### src/rtl/rss_pkg.sv
// Radio seek sequencer: shared types, codes and constants.
// No dependencies; every rtl file refers to it by scoped names.
package rss_pkg;

    localparam int FREQ_W   = 16;
    localparam int LEVEL_W  = 7;
    localparam int PROBE_W  = 2;
    localparam int CMD_W    = 2;
    localparam int ACT_W    = 2;
    localparam int ADDR_W   = 5;
    localparam int DATA_W   = 32;
    localparam int REG_IDX_W = 3;
    localparam int S_DATA_W = 32;
    localparam int M_DATA_W = 24;
    localparam int PEAK_PROBES_DEF = 3;

    // command codes (s_tuser)
    localparam logic [CMD_W-1:0] CMD_START   = 2'd0;
    localparam logic [CMD_W-1:0] CMD_MEASURE = 2'd1;
    localparam logic [CMD_W-1:0] CMD_ABORT   = 2'd2;

    // action codes (m_tuser)
    localparam logic [ACT_W-1:0] ACT_NONE    = 2'd0;
    localparam logic [ACT_W-1:0] ACT_MEASURE = 2'd1;
    localparam logic [ACT_W-1:0] ACT_TUNE    = 2'd2;

    // register indexes
    localparam logic [REG_IDX_W-1:0] REG_BAND_LOW  = 3'd0;
    localparam logic [REG_IDX_W-1:0] REG_BAND_HIGH = 3'd1;
    localparam logic [REG_IDX_W-1:0] REG_BAND_STEP = 3'd2;
    localparam logic [REG_IDX_W-1:0] REG_FM_MODE   = 3'd3;
    localparam logic [REG_IDX_W-1:0] REG_STR_FM    = 3'd4;
    localparam logic [REG_IDX_W-1:0] REG_STR_AM    = 3'd5;
    localparam logic [REG_IDX_W-1:0] REG_SNR       = 3'd6;

    localparam logic [FREQ_W-1:0]  BAND_LOW_RST  = 16'd8750;
    localparam logic [FREQ_W-1:0]  BAND_HIGH_RST = 16'd10800;
    localparam logic [FREQ_W-1:0]  BAND_STEP_RST = 16'd10;
    localparam logic               FM_MODE_RST   = 1'b1;
    localparam logic [LEVEL_W-1:0] STR_FM_RST    = 7'd15;
    localparam logic [LEVEL_W-1:0] STR_AM_RST    = 7'd25;
    localparam logic [LEVEL_W-1:0] SNR_RST       = 7'd8;

    typedef enum logic [1:0] {
        PH_IDLE,
        PH_RUN,
        PH_PROBE
    } phase_t;

    typedef enum logic [1:0] {
        S_IDLE,
        S_DECODE,
        S_DIV,
        S_EXEC
    } ctrl_state_t;

    typedef struct packed {
        logic [FREQ_W-1:0]  band_low;
        logic [FREQ_W-1:0]  band_high;
        logic [FREQ_W-1:0]  band_step;
        logic               fm_mode;
        logic [LEVEL_W-1:0] str_fm;
        logic [LEVEL_W-1:0] str_am;
        logic [LEVEL_W-1:0] snr_limit;
    } cfg_t;

    typedef struct packed {
        logic load;
        logic div_start;
        logic exec;
    } ctrl_cmd_t;

    typedef struct packed {
        logic need_div;
        logic div_done;
    } dp_status_t;

endpackage

### src/rtl/rss_regs.sv
// Configuration register file behind the APB port.
// Depends on rss_pkg.
module rss_regs
(
    input  logic                        clk,
    input  logic                        rst_n,
    input  logic                        psel,
    input  logic                        penable,
    input  logic                        pwrite,
    input  logic [rss_pkg::ADDR_W-1:0]  paddr,
    input  logic [rss_pkg::DATA_W-1:0]  pwdata,
    output logic [rss_pkg::DATA_W-1:0]  prdata,
    output rss_pkg::cfg_t               cfg
);

    rss_pkg::cfg_t                  cfg_reg;
    rss_pkg::cfg_t                  cfg_next;
    logic [rss_pkg::REG_IDX_W-1:0]  idx;
    logic                           wr_en;

    assign idx   = paddr[rss_pkg::ADDR_W-1:2];
    assign wr_en = psel && penable && pwrite;
    assign cfg   = cfg_reg;

    always_comb
    begin
        cfg_next = cfg_reg;
        if (wr_en)
        begin
            unique case (idx)
                rss_pkg::REG_BAND_LOW:  cfg_next.band_low  = pwdata[rss_pkg::FREQ_W-1:0];
                rss_pkg::REG_BAND_HIGH: cfg_next.band_high = pwdata[rss_pkg::FREQ_W-1:0];
                rss_pkg::REG_BAND_STEP: cfg_next.band_step = pwdata[rss_pkg::FREQ_W-1:0];
                rss_pkg::REG_FM_MODE:   cfg_next.fm_mode   = pwdata[0];
                rss_pkg::REG_STR_FM:    cfg_next.str_fm    = pwdata[rss_pkg::LEVEL_W-1:0];
                rss_pkg::REG_STR_AM:    cfg_next.str_am    = pwdata[rss_pkg::LEVEL_W-1:0];
                rss_pkg::REG_SNR:       cfg_next.snr_limit = pwdata[rss_pkg::LEVEL_W-1:0];
                default:                cfg_next = cfg_reg;
            endcase
        end
    end

    always_comb
    begin
        unique case (idx)
            rss_pkg::REG_BAND_LOW:  prdata = 32'(cfg_reg.band_low);
            rss_pkg::REG_BAND_HIGH: prdata = 32'(cfg_reg.band_high);
            rss_pkg::REG_BAND_STEP: prdata = 32'(cfg_reg.band_step);
            rss_pkg::REG_FM_MODE:   prdata = 32'(cfg_reg.fm_mode);
            rss_pkg::REG_STR_FM:    prdata = 32'(cfg_reg.str_fm);
            rss_pkg::REG_STR_AM:    prdata = 32'(cfg_reg.str_am);
            rss_pkg::REG_SNR:       prdata = 32'(cfg_reg.snr_limit);
            default:                prdata = '0;
        endcase
    end

    always_ff @(posedge clk or negedge rst_n)
    begin
        if (!rst_n)
        begin
            cfg_reg.band_low  <= rss_pkg::BAND_LOW_RST;
            cfg_reg.band_high <= rss_pkg::BAND_HIGH_RST;
            cfg_reg.band_step <= rss_pkg::BAND_STEP_RST;
            cfg_reg.fm_mode   <= rss_pkg::FM_MODE_RST;
            cfg_reg.str_fm    <= rss_pkg::STR_FM_RST;
            cfg_reg.str_am    <= rss_pkg::STR_AM_RST;
            cfg_reg.snr_limit <= rss_pkg::SNR_RST;
        end
        else
        begin
            cfg_reg <= cfg_next;
        end
    end

endmodule

### src/rtl/rss_div.sv
// Restoring divider, one quotient bit per cycle; computes the step budget.
// Depends on rss_pkg.
module rss_div
(
    input  logic                        clk,
    input  logic                        rst_n,
    input  logic                        start,
    input  logic [rss_pkg::FREQ_W-1:0]  dividend,
    input  logic [rss_pkg::FREQ_W-1:0]  divisor,
    output logic [rss_pkg::FREQ_W-1:0]  quotient,
    output logic                        done
);

    localparam int W     = rss_pkg::FREQ_W;
    localparam int CNT_W = $clog2(W + 1);

    logic [W-1:0]     rem_reg, rem_next;
    logic [W-1:0]     quo_reg, quo_next;
    logic [CNT_W-1:0] cnt_reg, cnt_next;
    logic             run_reg, run_next;
    logic [W:0]       trial;

    assign trial    = {rem_reg, quo_reg[W-1]} - {1'b0, divisor};
    assign quotient = quo_reg;
    assign done     = run_reg && (cnt_reg == '0);

    always_comb
    begin
        rem_next = rem_reg;
        quo_next = quo_reg;
        cnt_next = cnt_reg;
        run_next = run_reg;
        if (start)
        begin
            rem_next = '0;
            quo_next = dividend;
            cnt_next = CNT_W'(W);
            run_next = 1'b1;
        end
        else if (cnt_reg != '0)
        begin
            if (!trial[W])
            begin
                rem_next = trial[W-1:0];
                quo_next = {quo_reg[W-2:0], 1'b1};
            end
            else
            begin
                rem_next = {rem_reg[W-2:0], quo_reg[W-1]};
                quo_next = {quo_reg[W-2:0], 1'b0};
            end
            cnt_next = cnt_reg - 1'b1;
        end
        else if (done)
        begin
            run_next = 1'b0;
        end
    end

    always_ff @(posedge clk or negedge rst_n)
    begin
        if (!rst_n)
        begin
            cnt_reg <= '0;
            run_reg <= 1'b0;
        end
        else
        begin
            cnt_reg <= cnt_next;
            run_reg <= run_next;
        end
    end

    always_ff @(posedge clk)
    begin
        rem_reg <= rem_next;
        quo_reg <= quo_next;
    end

endmodule

### src/rtl/rss_datapath.sv
// Seek datapath: input latch, seek state, step unit, budget divider, result register.
// Depends on rss_pkg and rss_div.
module rss_datapath
#(
    parameter int PEAK_PROBES = rss_pkg::PEAK_PROBES_DEF
)
(
    input  logic                          clk,
    input  logic                          rst_n,
    input  rss_pkg::cfg_t                 cfg,
    input  rss_pkg::ctrl_cmd_t            cmd,
    output rss_pkg::dp_status_t           status,
    input  logic [rss_pkg::CMD_W-1:0]     in_user,
    input  logic [rss_pkg::S_DATA_W-1:0]  in_data,
    output logic [rss_pkg::ACT_W-1:0]     out_user,
    output logic [rss_pkg::M_DATA_W-1:0]  out_data
);

    localparam int FW = rss_pkg::FREQ_W;
    localparam int LW = rss_pkg::LEVEL_W;
    localparam int PW = rss_pkg::PROBE_W;
    localparam logic [PW-1:0] PROBE_LIMIT = PW'(PEAK_PROBES);

    function automatic logic [FW-1:0] next_freq(
        input logic [FW-1:0] f,
        input logic          down,
        input logic [FW-1:0] low,
        input logic [FW-1:0] high,
        input logic [FW-1:0] step
    );
        logic [FW:0]   sum;
        logic [FW:0]   diff;
        logic [FW-1:0] res;
        sum  = {1'b0, f} + {1'b0, step};
        diff = {1'b0, f} - {1'b0, step};
        if (down)
            res = (diff[FW] || (diff[FW-1:0] < low)) ? high : diff[FW-1:0];
        else
            res = (sum > {1'b0, high}) ? low : sum[FW-1:0];
        return res;
    endfunction

    // latched input beat
    logic [rss_pkg::CMD_W-1:0] cmd_reg;
    logic                      down_reg;
    logic [FW-1:0]             sfreq_reg;
    logic [LW-1:0]             str_reg;
    logic [LW-1:0]             snr_reg;

    // seek state
    rss_pkg::phase_t phase_reg, phase_next;
    logic            going_down_reg, going_down_next;
    logic [FW-1:0]   origin_reg, origin_next;
    logic [FW-1:0]   cursor_reg, cursor_next;
    logic [FW-1:0]   steps_left_reg, steps_left_next;
    logic [FW-1:0]   peak_freq_reg, peak_freq_next;
    logic [LW-1:0]   peak_str_reg, peak_str_next;
    logic [FW-1:0]   probe_freq_reg, probe_freq_next;
    logic [PW-1:0]   probes_done_reg, probes_done_next;

    // result beat
    logic [rss_pkg::ACT_W-1:0] act_reg, act_next;
    logic [FW-1:0]             freq_reg, freq_next;
    logic                      busy_reg, busy_next;

    logic [FW-1:0] quotient;
    logic          div_done;
    logic [FW-1:0] nf_in;
    logic          nf_down;
    logic [FW-1:0] nf;
    logic [LW-1:0] str_lim;
    logic          hit;
    logic [PW-1:0] pd_inc;

    rss_div u_div
    (
        .clk      (clk),
        .rst_n    (rst_n),
        .start    (cmd.div_start),
        .dividend (cfg.band_high - cfg.band_low),
        .divisor  (cfg.band_step),
        .quotient (quotient),
        .done     (div_done)
    );

    assign status.need_div = (cmd_reg == rss_pkg::CMD_START) && (phase_reg == rss_pkg::PH_IDLE)
                             && (cfg.band_step != '0);
    assign status.div_done = div_done;

    // one shared step unit
    always_comb
    begin
        if (cmd_reg == rss_pkg::CMD_START)
        begin
            nf_in   = sfreq_reg;
            nf_down = down_reg;
        end
        else
        begin
            nf_in   = (phase_reg == rss_pkg::PH_RUN) ? cursor_reg : probe_freq_reg;
            nf_down = going_down_reg;
        end
        nf = next_freq(nf_in, nf_down, cfg.band_low, cfg.band_high, cfg.band_step);
    end

    assign str_lim = cfg.fm_mode ? cfg.str_fm : cfg.str_am;
    assign hit     = (str_reg >= str_lim) && (snr_reg >= cfg.snr_limit);
    assign pd_inc  = probes_done_reg + 1'b1;

    always_comb
    begin
        phase_next       = phase_reg;
        going_down_next  = going_down_reg;
        origin_next      = origin_reg;
        cursor_next      = cursor_reg;
        steps_left_next  = steps_left_reg;
        peak_freq_next   = peak_freq_reg;
        peak_str_next    = peak_str_reg;
        probe_freq_next  = probe_freq_reg;
        probes_done_next = probes_done_reg;
        act_next         = rss_pkg::ACT_NONE;
        freq_next        = '0;

        case (cmd_reg)
            rss_pkg::CMD_START:
            begin
                if (phase_reg == rss_pkg::PH_IDLE && cfg.band_step != '0)
                begin
                    going_down_next = down_reg;
                    origin_next     = sfreq_reg;
                    cursor_next     = nf;
                    steps_left_next = quotient + FW'(2);
                    phase_next      = rss_pkg::PH_RUN;
                    act_next        = rss_pkg::ACT_MEASURE;
                    freq_next       = nf;
                end
            end
            rss_pkg::CMD_ABORT:
            begin
                if (phase_reg != rss_pkg::PH_IDLE)
                begin
                    phase_next = rss_pkg::PH_IDLE;
                    act_next   = rss_pkg::ACT_TUNE;
                    freq_next  = origin_reg;
                end
            end
            rss_pkg::CMD_MEASURE:
            begin
                if (phase_reg == rss_pkg::PH_RUN)
                begin
                    if (hit)
                    begin
                        peak_freq_next   = cursor_reg;
                        peak_str_next    = str_reg;
                        probes_done_next = '0;
                        if (('0 >= PROBE_LIMIT) || (nf == origin_reg))
                        begin
                            phase_next = rss_pkg::PH_IDLE;
                            act_next   = rss_pkg::ACT_TUNE;
                            freq_next  = cursor_reg;
                        end
                        else
                        begin
                            probe_freq_next = nf;
                            phase_next      = rss_pkg::PH_PROBE;
                            act_next        = rss_pkg::ACT_MEASURE;
                            freq_next       = nf;
                        end
                    end
                    else if (steps_left_reg == '0 || cursor_reg == origin_reg)
                    begin
                        phase_next = rss_pkg::PH_IDLE;
                        act_next   = rss_pkg::ACT_TUNE;
                        freq_next  = origin_reg;
                    end
                    else
                    begin
                        cursor_next     = nf;
                        steps_left_next = steps_left_reg - 1'b1;
                        act_next        = rss_pkg::ACT_MEASURE;
                        freq_next       = nf;
                    end
                end
                else if (phase_reg == rss_pkg::PH_PROBE)
                begin
                    probes_done_next = pd_inc;
                    if (str_reg > peak_str_reg)
                    begin
                        peak_freq_next = probe_freq_reg;
                        peak_str_next  = str_reg;
                        if ((pd_inc >= PROBE_LIMIT) || (nf == origin_reg))
                        begin
                            phase_next = rss_pkg::PH_IDLE;
                            act_next   = rss_pkg::ACT_TUNE;
                            freq_next  = probe_freq_reg;
                        end
                        else
                        begin
                            probe_freq_next = nf;
                            act_next        = rss_pkg::ACT_MEASURE;
                            freq_next       = nf;
                        end
                    end
                    else
                    begin
                        phase_next = rss_pkg::PH_IDLE;
                        act_next   = rss_pkg::ACT_TUNE;
                        freq_next  = peak_freq_reg;
                    end
                end
            end
            default:
            begin
                act_next = rss_pkg::ACT_NONE;
            end
        endcase

        busy_next = (phase_next != rss_pkg::PH_IDLE);
    end

    assign out_user = act_reg;
    assign out_data = {7'b0, busy_reg, freq_reg};

    always_ff @(posedge clk or negedge rst_n)
    begin
        if (!rst_n)
        begin
            phase_reg <= rss_pkg::PH_IDLE;
        end
        else if (cmd.exec)
        begin
            phase_reg <= phase_next;
        end
    end

    always_ff @(posedge clk)
    begin
        if (cmd.load)
        begin
            cmd_reg   <= in_user;
            down_reg  <= in_data[0];
            sfreq_reg <= in_data[FW:1];
            str_reg   <= in_data[FW+LW:FW+1];
            snr_reg   <= in_data[FW+2*LW:FW+LW+1];
        end
        if (cmd.exec)
        begin
            going_down_reg  <= going_down_next;
            origin_reg      <= origin_next;
            cursor_reg      <= cursor_next;
            steps_left_reg  <= steps_left_next;
            peak_freq_reg   <= peak_freq_next;
            peak_str_reg    <= peak_str_next;
            probe_freq_reg  <= probe_freq_next;
            probes_done_reg <= probes_done_next;
            act_reg         <= act_next;
            freq_reg        <= freq_next;
            busy_reg        <= busy_next;
        end
    end

endmodule

### src/rtl/rss_ctrl.sv
// Sequencing controller: input handshake, divider wait, result handoff.
// Depends on rss_pkg.
module rss_ctrl
(
    input  logic                 clk,
    input  logic                 rst_n,
    input  logic                 in_valid,
    output logic                 in_ready,
    output logic                 out_valid,
    input  logic                 out_ready,
    input  rss_pkg::dp_status_t  status,
    output rss_pkg::ctrl_cmd_t   cmd
);

    rss_pkg::ctrl_state_t state_reg, state_next;
    logic                 out_valid_reg, out_valid_next;
    logic                 can_exec;

    assign can_exec  = !out_valid_reg || out_ready;
    assign out_valid = out_valid_reg;

    always_comb
    begin
        state_next = state_reg;
        unique case (state_reg)
            rss_pkg::S_IDLE:   if (in_valid) state_next = rss_pkg::S_DECODE;
            rss_pkg::S_DECODE: state_next = status.need_div ? rss_pkg::S_DIV : rss_pkg::S_EXEC;
            rss_pkg::S_DIV:    if (status.div_done) state_next = rss_pkg::S_EXEC;
            rss_pkg::S_EXEC:   if (can_exec) state_next = rss_pkg::S_IDLE;
            default:           state_next = rss_pkg::S_IDLE;
        endcase
    end

    always_comb
    begin
        in_ready      = 1'b0;
        cmd.load      = 1'b0;
        cmd.div_start = 1'b0;
        cmd.exec      = 1'b0;
        unique case (state_reg)
            rss_pkg::S_IDLE:
            begin
                in_ready = 1'b1;
                cmd.load = in_valid;
            end
            rss_pkg::S_DECODE: cmd.div_start = status.need_div;
            rss_pkg::S_DIV:    cmd.exec      = 1'b0;
            rss_pkg::S_EXEC:   cmd.exec      = can_exec;
            default:           cmd.exec      = 1'b0;
        endcase
        if (cmd.exec)
            out_valid_next = 1'b1;
        else if (out_ready)
            out_valid_next = 1'b0;
        else
            out_valid_next = out_valid_reg;
    end

    always_ff @(posedge clk or negedge rst_n)
    begin
        if (!rst_n)
        begin
            state_reg     <= rss_pkg::S_IDLE;
            out_valid_reg <= 1'b0;
        end
        else
        begin
            state_reg     <= state_next;
            out_valid_reg <= out_valid_next;
        end
    end

endmodule

### src/rtl/radio_seek_sequencer_top.sv
// Radio seek sequencer top level.
// A beat is latched in IDLE, decoded in DECODE, then executed into the result register in
// EXEC, which waits for m_tready while a result is pending; a start that arms a run first
// waits in DIV for the 16-step budget divider (one quotient bit per cycle). Beats are taken
// one at a time, but a new beat is taken while the previous result still waits in the output register.
// Reset (rst_n, async, active low): run idle, registers at defaults, no result pending.
module radio_seek_sequencer_top
#(
    parameter int PEAK_PROBES = rss_pkg::PEAK_PROBES_DEF
)
(
    input  logic                          clk,
    input  logic                          rst_n,
    // APB configuration
    input  logic                          psel,
    input  logic                          penable,
    input  logic                          pwrite,
    input  logic [rss_pkg::ADDR_W-1:0]    paddr,
    input  logic [rss_pkg::DATA_W-1:0]    pwdata,
    output logic [rss_pkg::DATA_W-1:0]    prdata,
    output logic                          pready,
    // input stream
    input  logic                          s_tvalid,
    output logic                          s_tready,
    input  logic [rss_pkg::S_DATA_W-1:0]  s_tdata,  // seek_down, start_freq, strength, noise_margin
    input  logic [rss_pkg::CMD_W-1:0]     s_tuser,  // command
    // result stream
    output logic                          m_tvalid,
    input  logic                          m_tready,
    output logic [rss_pkg::M_DATA_W-1:0]  m_tdata,  // freq, busy_res
    output logic [rss_pkg::ACT_W-1:0]     m_tuser   // action
);

    rss_pkg::cfg_t       cfg;
    rss_pkg::ctrl_cmd_t  cmd;
    rss_pkg::dp_status_t status;

    assign pready = 1'b1;

    rss_regs u_regs
    (
        .clk     (clk),
        .rst_n   (rst_n),
        .psel    (psel),
        .penable (penable),
        .pwrite  (pwrite),
        .paddr   (paddr),
        .pwdata  (pwdata),
        .prdata  (prdata),
        .cfg     (cfg)
    );

    rss_ctrl u_ctrl
    (
        .clk       (clk),
        .rst_n     (rst_n),
        .in_valid  (s_tvalid),
        .in_ready  (s_tready),
        .out_valid (m_tvalid),
        .out_ready (m_tready),
        .status    (status),
        .cmd       (cmd)
    );

    rss_datapath #(
        .PEAK_PROBES (PEAK_PROBES)
    ) u_dp
    (
        .clk      (clk),
        .rst_n    (rst_n),
        .cfg      (cfg),
        .cmd      (cmd),
        .status   (status),
        .in_user  (s_tuser),
        .in_data  (s_tdata),
        .out_user (m_tuser),
        .out_data (m_tdata)
    );

endmodule
### config.mk
export PLATFORM = sky130hd
export DESIGN_NAME = radio_seek_sequencer_top
export DESIGN_NICKNAME = d
export VERILOG_FILES = /design/src/rtl/rss_pkg.sv /design/src/rtl/rss_regs.sv /design/src/rtl/rss_div.sv /design/src/rtl/rss_datapath.sv /design/src/rtl/rss_ctrl.sv /design/src/rtl/radio_seek_sequencer_top.sv
export SDC_FILE = /design/constraint.sdc
export NUM_CORES = 1
export LEC_CHECK = 0
export BUFFER_PORTS_ARGS = -buffer_cell sky130_fd_sc_hd__buf_2
export CAP_MARGIN = 20
export CORE_MARGIN = 2
export CORE_UTILIZATION = 40
export CTS_BUF_LIST = sky130_fd_sc_hd__clkbuf_8
export CTS_CLUSTER_DIAMETER = 50
export DETAILED_ROUTE_END_ITERATION = 7
export GPL_TIMING_DRIVEN = 1
export PLACE_DENSITY = 0.57
export RECOVER_POWER = 25
export SETUP_SLACK_MARGIN = 0.02
export SLEW_MARGIN = 20
export SYNTH_ARGS = -nofsm -noshare
export SYNTH_HDL_FRONTEND = slang
export SYNTH_SLANG_ARGS = --single-unit
### constraint.sdc
create_clock -name clk -period 13.3 [get_ports clk]
set_input_delay 1.33 -clock clk [delete_from_list [all_inputs] [get_ports clk]]
set_output_delay 1.33 -clock clk [all_outputs]
set_load 0.05 [all_outputs]
# Word-level counts from Yosys, hierarchy flattened

Cells that the tools add are included.
Widths: inputs -> output; s select.

Input port bits: 78
Bits in read-only memories: 0
Bits in latches: 0
Bits in registers: 255
Memory bits (writable): 0
Output and inout port bits: 61
Memories: 0
Word-level logic and storage cells: 195

Reduce and logical (&&, ||, !) cells: 42
Order comparisons: 6
Bitwise gates (word level): 0
Multiply operators: 0
Add/subtract/negate cells: 8
Div/mod/pow operators: 0
Muxes and demuxes: 84
Shifts and indexed selects: 0
Equality and inequality tests: 25

Operator list:

| cell                  | count |
|---|---|
| $mux 16               | 34 |
| $pmux 16 s7           | 1 |
| $pmux 16 s2           | 2 |
| $pmux 16 s3           | 1 |
| $mux 2                | 23 |
| $mux 7                | 5 |
| $eq 16x16->1          | 2 |
| $add 16x16->17        | 1 |
| $gt 17x16->1          | 1 |
| $sub 16x16->17        | 1 |
| $sub 17x16->17        | 1 |
| $add 16x2->16 const B | 1 |
| $logic_not 16->1      | 1 |
| $lt 16x16->1          | 1 |
| $reduce_and 2->1      | 8 |
| $reduce_bool 16->1    | 1 |
| $reduce_bool 2->1     | 8 |
| $sub 16x1->16 const B | 1 |
| $sub 16x16->16        | 1 |
| $ge 7x7->1            | 2 |
| $mux 1                | 13 |
| $ne 2x2->1 const B    | 6 |
| $pmux 2 s3            | 2 |
| $reduce_and 6->1      | 2 |
| other kinds (22)      | 46 |

# Depth between registers and ports, before layout

Word-level depth: 16
Depth in mapped cells: 34
Depth with buffers taken out: 30

# Hierarchy

A second synthesis with hierarchy kept.

Cells, all modules: 1851
Area total of the unflattened synthesis: 18655.4 um^2

Modules (own cells, without submodules):

| module                   | instances | area an instance (um^2) | cells an instance | sequential area each (um^2) |
|---|---|---|---|---|
| rss_datapath             | 1         | 12326.8                 | 1301              | 4314.1 |
| rss_regs                 | 1         | 3537.1                  | 260               | 1779.2 |
| rss_div                  | 1         | 2522.4                  | 265               | 950.9 |
| rss_ctrl                 | 1         | 257.7                   | 23                | 75.1 |
| radio_seek_sequencer_top | 1         | 11.3                    | 2                 | 0.0 |

# Worst setup path before layout

Ideal clock, no wire load.

Path type: register to register
From: reg u_dp.phase_reg[1]
To: reg u_dp.probe_freq_reg[0], enable pin
Setup slack: 5.740 ns
Stages on the path, launching flop included: 30
Library setup time: 0.414 ns
Buffers on the path: 4
Period minus slack after synthesis: 7.560 ns
Data required time: 12.886 ns
Arrival time: 7.147 ns
Path through: dfrtp_1 > inv_1 > ha_1 > clkbuf_1 > buf_1 > mux2_2 > mux2_2 > ha_1 > buf_6 > nor2b_2 > or4_4 > o21ai_2 > nand2_1 > xnor2_1 > inv_1 > ha_1 > a41o_1 > a21oi_1 > a2bb2oi_1 > a31oi_1 > a311oi_2 > buf_6 > mux2_2 > xor2_1 > nor3_1 > o21ai_1 > nor4_4 > nand2_1 > nand2_1 > a21boi_0

Word-level cells in the longest chain between the ends: 11
Elaborated cells on any way between the ends: 18
Those cells by class: add/sub: 2; order compare: 2; eq/ne: 5; mux: 5; reduce/logical: 4

Ends and longest elaborated chain:

| what                                | line                                     | source |
|---|---|---|
| start: declaration                  | rss_datapath.sv:51                       | `rss_pkg::phase_t phase_reg, phase_next;` |
| start signal: assignment            | rss_datapath.sv:228                      | `phase_reg <= rss_pkg::PH_IDLE;` |
| start signal: assignment            | rss_datapath.sv:232                      | `phase_reg <= phase_next;` |
| $eq 2x1->1                          | rss_datapath.sv:100, rss_datapath.sv:149 |  |
| $mux 16                             | rss_datapath.sv:100                      | `nf_in = (phase_reg == rss_pkg::PH_RUN) ? cursor_reg : probe_freq_reg;` |
| $mux 16                             | rss_datapath.sv:93                       | `if (cmd_reg == rss_pkg::CMD_START)` |
| $sub 16x16->17                      | rss_datapath.sv:35                       | `diff = {1'b0, f} - {1'b0, step};` |
| $lt 16x16->1                        | rss_datapath.sv:37                       | `res = (diff[FW] \|\| (diff[FW-1:0] < low)) ? high : diff[FW-1:0];` |
| $logic_or 1x1->1                    | rss_datapath.sv:37                       |  |
| $mux 16                             | rss_datapath.sv:37                       |  |
| $mux 16                             | rss_datapath.sv:36                       | `if (down)` |
| $eq 16x16->1                        | rss_datapath.sv:156, rss_datapath.sv:191 |  |
| $ne 2x2->1 (no source line)         | n/a                                      |  |
| $reduce_and 6->1 (no source line) * | n/a                                      |  |
| end signal: assignment              | rss_datapath.sv:254                      | `probe_freq_reg <= probe_freq_next;` |
| end: declaration                    | rss_datapath.sv:58                       | `logic [FW-1:0] probe_freq_reg, probe_freq_next;` |

Every way passes the cells marked *; elsewhere a longest branch is shown, timed or not.
A chain may end at the register's enable or synchronous reset.

# Worst setup path after layout

From: reg u_dp.phase_reg[1]
To: reg u_dp.probe_freq_reg[10], data pin

Word-level cells in the longest chain between the ends: 14
Elaborated cells on any way between the ends: 19
Those cells by class: add/sub: 2; order compare: 2; eq/ne: 2; mux: 11; reduce/logical: 2

Ends and longest elaborated chain:

| what             | line                                     | source |
|---|---|---|
| $eq 2x1->1 *     | rss_datapath.sv:100, rss_datapath.sv:149 |  |
| $mux 16          | rss_datapath.sv:100                      |  |
| $mux 16          | rss_datapath.sv:93                       |  |
| $sub 16x16->17   | rss_datapath.sv:35                       |  |
| $lt 16x16->1     | rss_datapath.sv:37                       |  |
| $logic_or 1x1->1 | rss_datapath.sv:37                       |  |
| $mux 16          | rss_datapath.sv:37                       |  |
| $mux 16          | rss_datapath.sv:36                       |  |
| $eq 16x16->1     | n/a                                      |  |
| $logic_or 1x1->1 | n/a                                      |  |
| $mux 16          | rss_datapath.sv:191                      | `if ((pd_inc >= PROBE_LIMIT) \|\| (nf == origin_reg))` |
| $mux 16          | rss_datapath.sv:187                      | `if (str_reg > peak_str_reg)` |
| $mux 16          | rss_datapath.sv:184                      | `else if (phase_reg == rss_pkg::PH_PROBE)` |
| $mux 16 *        | rss_datapath.sv:149                      | `if (phase_reg == rss_pkg::PH_RUN)` |

Every way passes the cells marked *; elsewhere a longest branch is shown, timed or not. The select of a mux whose other input is x is not followed.

==> results.tsv <==
metric	value	unit
Sw Pwr	2.04	mW
FF-to-FF End	u_dp.probe_freq_reg[10]$_DFFE_PP_	
largest net degree at the start of global routing	65	
cts repair resizes	0	
pre-CTS setup slack	4.20	ns
Clock Path Buffers	3	
WP data required	13.65	ns
Final nets	2146	
clock power share	0.169	
Detail Placement HPWL	41.6	mm
Combinational Power Share	0.543	
number of port buffers	95	
Post-CTS Setup Inserts	0	
gp weighted congestion	0.937	
max reg flops	70	
initial antenna violation count	1	
Rel. slew slack	-1.40	
# fillers	4271	
final worst slack	2.62	ns
RSZ-0062 raised after global routing	no	
footprint of the multi-input gates	9880	sq um
Setup CP Type	reg -> reg	
Period minus WS final	10.68	ns
WL/cell	21.5	um
crit path max fanout	48	
reg-to-reg setup timing slack	2.62	ns
Worst Hold Class	reg -> reg	
Max Fclk	93.7	MHz
final max-slew violation count	114	
Die Ht	216	um
detailed-route via count	14600	
final setup violation count	0	
Critical Path AT	11.03	ns
Horiz. Die Dim	216	um
number of synthesized flops with an enable pin	158	
most frequent cell after synthesis	nand2_1	
Core Util, Final	0.448	
Synth-to-Final Area Change	10.3	%
layout cells sized above 1	0.158	
TritonCTS clock tree	done	
Syn Inst Count	1862	
CTS root buf	clkbuf_8	
vias in the first global route	14200	
crit-path max cell delay	1.82	ns
P per Cell Area	225	nW/um^2
Slew @ Worst Pin	3.60	ns
standard-cell rows	77	
DR pass1 iterations	6	
drt drc	0	
Netlist cell types	88	
total track usage	0.234	
DRT antenna net count	0	
Core ar.	44200	sq um
r2r startpoint	u_dp.phase_reg[1]$_DFFE_PN0P_	
area leader, netlist	edfxtp_1	
Commonest cells post-synth	nand2_1 (175), edfxtp_1 (158), o21ai_0 (137), ha_1 (128), nor2_1 (126)	
status	finished with violations	
CTS Buf Count	49	
average cell area after synthesis	9.64	sq um
Worst R2R Path Depth	30	
Initial Util	0.406	
Sink Count	255	
Area contributors post-synth	edfxtp_1 (26%), ha_1 (8.9%), dfrtp_1 (8.2%)	
CTS Hold Buffers Added	0	
Worst-Skew Late Latency	0.63	ns
CP max stage cell	clkbuf_1	
Flop pwr share	0.288	
Register Area	7120	sq um
flops & latches, synth	255	
gr ovfl total	0	
Max-cap violations	2	
Endpoint, Worst Hold	u_dp.origin_reg[2]$_DFFE_PP_	
sequential area share after synthesis	0.397	
part of the cycle the worst path needs	0.803	
die area	46600	sq um
# IOs	139	
Final Hold Viols	0	
Int Power	2.42	mW
Async SR Flop Fraction	0.318	
net switching fraction of the power	0.457	
wirelength, routed	55.1	mm
worst hold path depth	0	
clock skew	0.0396	ns
area of the mapped netlist	17900	sq um
clk slew on worst S/H paths	0.06	ns
VDD IR-drop max	0.122	mV
Setup TNS	0	ns
violation count after the first detailed-routing iteration	1067	
leakage	8.23	nW
failing checks	capacitance limit, slew limit	
Yosys top cell area share	0.264	
Syn. warnings	0	
CTS H-tree depth	2	
critical path endpoint category	register	
post-DR vias/cell	5.69	
Setup crit start kind	register	
first-pass GRT wire length	84.2	mm
Worst Hold Launch	u_dp.sfreq_reg[2]$_DFFE_PP_	
top_reg_cell synth	edfxtp_1	
## per-stage QoR
stage	std cells	power (mW)	hold slack, ns	cell area [sq um]
floorplan	1884	3.04	0.422	18000
global placement	2476	3.63	0.431	18900
detailed placement	2476	3.68	0.433	18900
CTS	2567	4.46	0.451	19800
global route	2569	4.78	0.470	19800
finish	2569	4.46	0.445	19800
## kinds of logic after synthesis
family / Yosys count / synth area share
xor gates and xnor gates: 104 / 0.0508
muxes: 158 / 0.0961
adders and majority gates: 132 / 0.0937
DFF: 255 / 0.397
other: 2 / 0.000418
and+or+nand+nor: 474 / 0.125
AOI/OAI and AO/OA: 494 / 0.178
buffers and inverters: 243 / 0.0598
## per-layer routing
metal,global-route usage,vias up,wire length [um]
met5,0,-,0
met4,0.0961,0,1910
met3,0.0388,95,3600
met2,0.376,533,25200
met1,0.313,7077,24400
li1,-,6903,-
## worst max-delay path by stage
stage                                   from  slack [ns]  depth (start not counted)                                 to
2_1_floorplan  u_dp.phase_reg[1]$_DFFE_PN0P_        5.74                         29   u_dp.probe_freq_reg[0]$_DFFE_PP_
3_3_place_gp       u_dp.cmd_reg[0]$_DFFE_PP_        4.37                         23   u_dp.probe_freq_reg[2]$_DFFE_PP_
3_5_place_dp       u_dp.cmd_reg[0]$_DFFE_PP_        4.20                         23   u_dp.probe_freq_reg[5]$_DFFE_PP_
4_1_cts            u_dp.cmd_reg[0]$_DFFE_PP_        4.20                         23   u_dp.probe_freq_reg[7]$_DFFE_PP_
5_1_grt        u_dp.phase_reg[1]$_DFFE_PN0P_        2.23                         30   u_dp.probe_freq_reg[7]$_DFFE_PP_
6_report       u_dp.phase_reg[1]$_DFFE_PN0P_        2.62                         30  u_dp.probe_freq_reg[10]$_DFFE_PP_
## power groups by stage
stage          sequential, mW  clock [mW]  combinational [mW]
6_report                 1.28       0.753                2.42
3_3_place_gp             1.29           0                2.34
5_1_grt                  1.31       0.809                2.66
4_1_cts                  1.28       0.776                2.40
3_5_place_dp             1.29           0                2.39
2_1_floorplan            1.28           0                1.76
## worst max-delay path: cells and delay by family, from the launching register on
family                     cells  cell delay [ns]
buffers and inverters          4             2.36
xor gates and xnor gates       1             0.22
adders and majority gates      4             1.09
and+or+nand+nor                6             1.86
DFF                            1             0.43
muxes                          4             1.88
AOI/OAI and AO/OA             11             2.53
## area by class of cell
type                    count  area share
diodes                      1    0.000126
clock buffers              55      0.0382
clock inverters            36     0.00929
inverters                 125      0.0237
multi-input cells        1386       0.499
flip-flops and latches    255       0.360
well taps                 592      0.0374
repair buffers            119      0.0325
## cell usage in the layout (no fill, tap or decap), types with 8 or more instances in the layout
| cell type | instances |
|---|---|
| a21oi_1 | 111 |
| o22ai_1 | 10 |
| o31ai_1 | 17 |
| mux2_1 | 13 |
| a21o_1 | 29 |
| buf_2 | 92 |
| nand2b_1 | 19 |
| and3_1 | 12 |
| mux2i_1 | 72 |
| edfxtp_1 | 158 |
| ha_1 | 128 |
| nor3_1 | 27 |
| inv_1 | 142 |
| dfxtp_1 | 16 |
| o211ai_1 | 14 |
| a222oi_1 | 11 |
| nor4_1 | 15 |
| nor2b_1 | 16 |
| nand4_1 | 10 |
| clkinv_1 | 8 |
| mux2_2 | 68 |
| o21ai_0 | 137 |
| nand2_1 | 175 |
| a211oi_1 | 20 |
| dfstp_2 | 22 |
| o21a_1 | 11 |
| conb_1 | 24 |
| nor2_1 | 126 |
| buf_4 | 20 |
| nand3_1 | 24 |
| clkbuf_8 | 55 |
| dfrtp_1 | 59 |
| xor2_1 | 43 |
| a31oi_1 | 27 |
| xnor2_1 | 60 |
| o21bai_1 | 9 |
(Power assumes the default switching activity.)
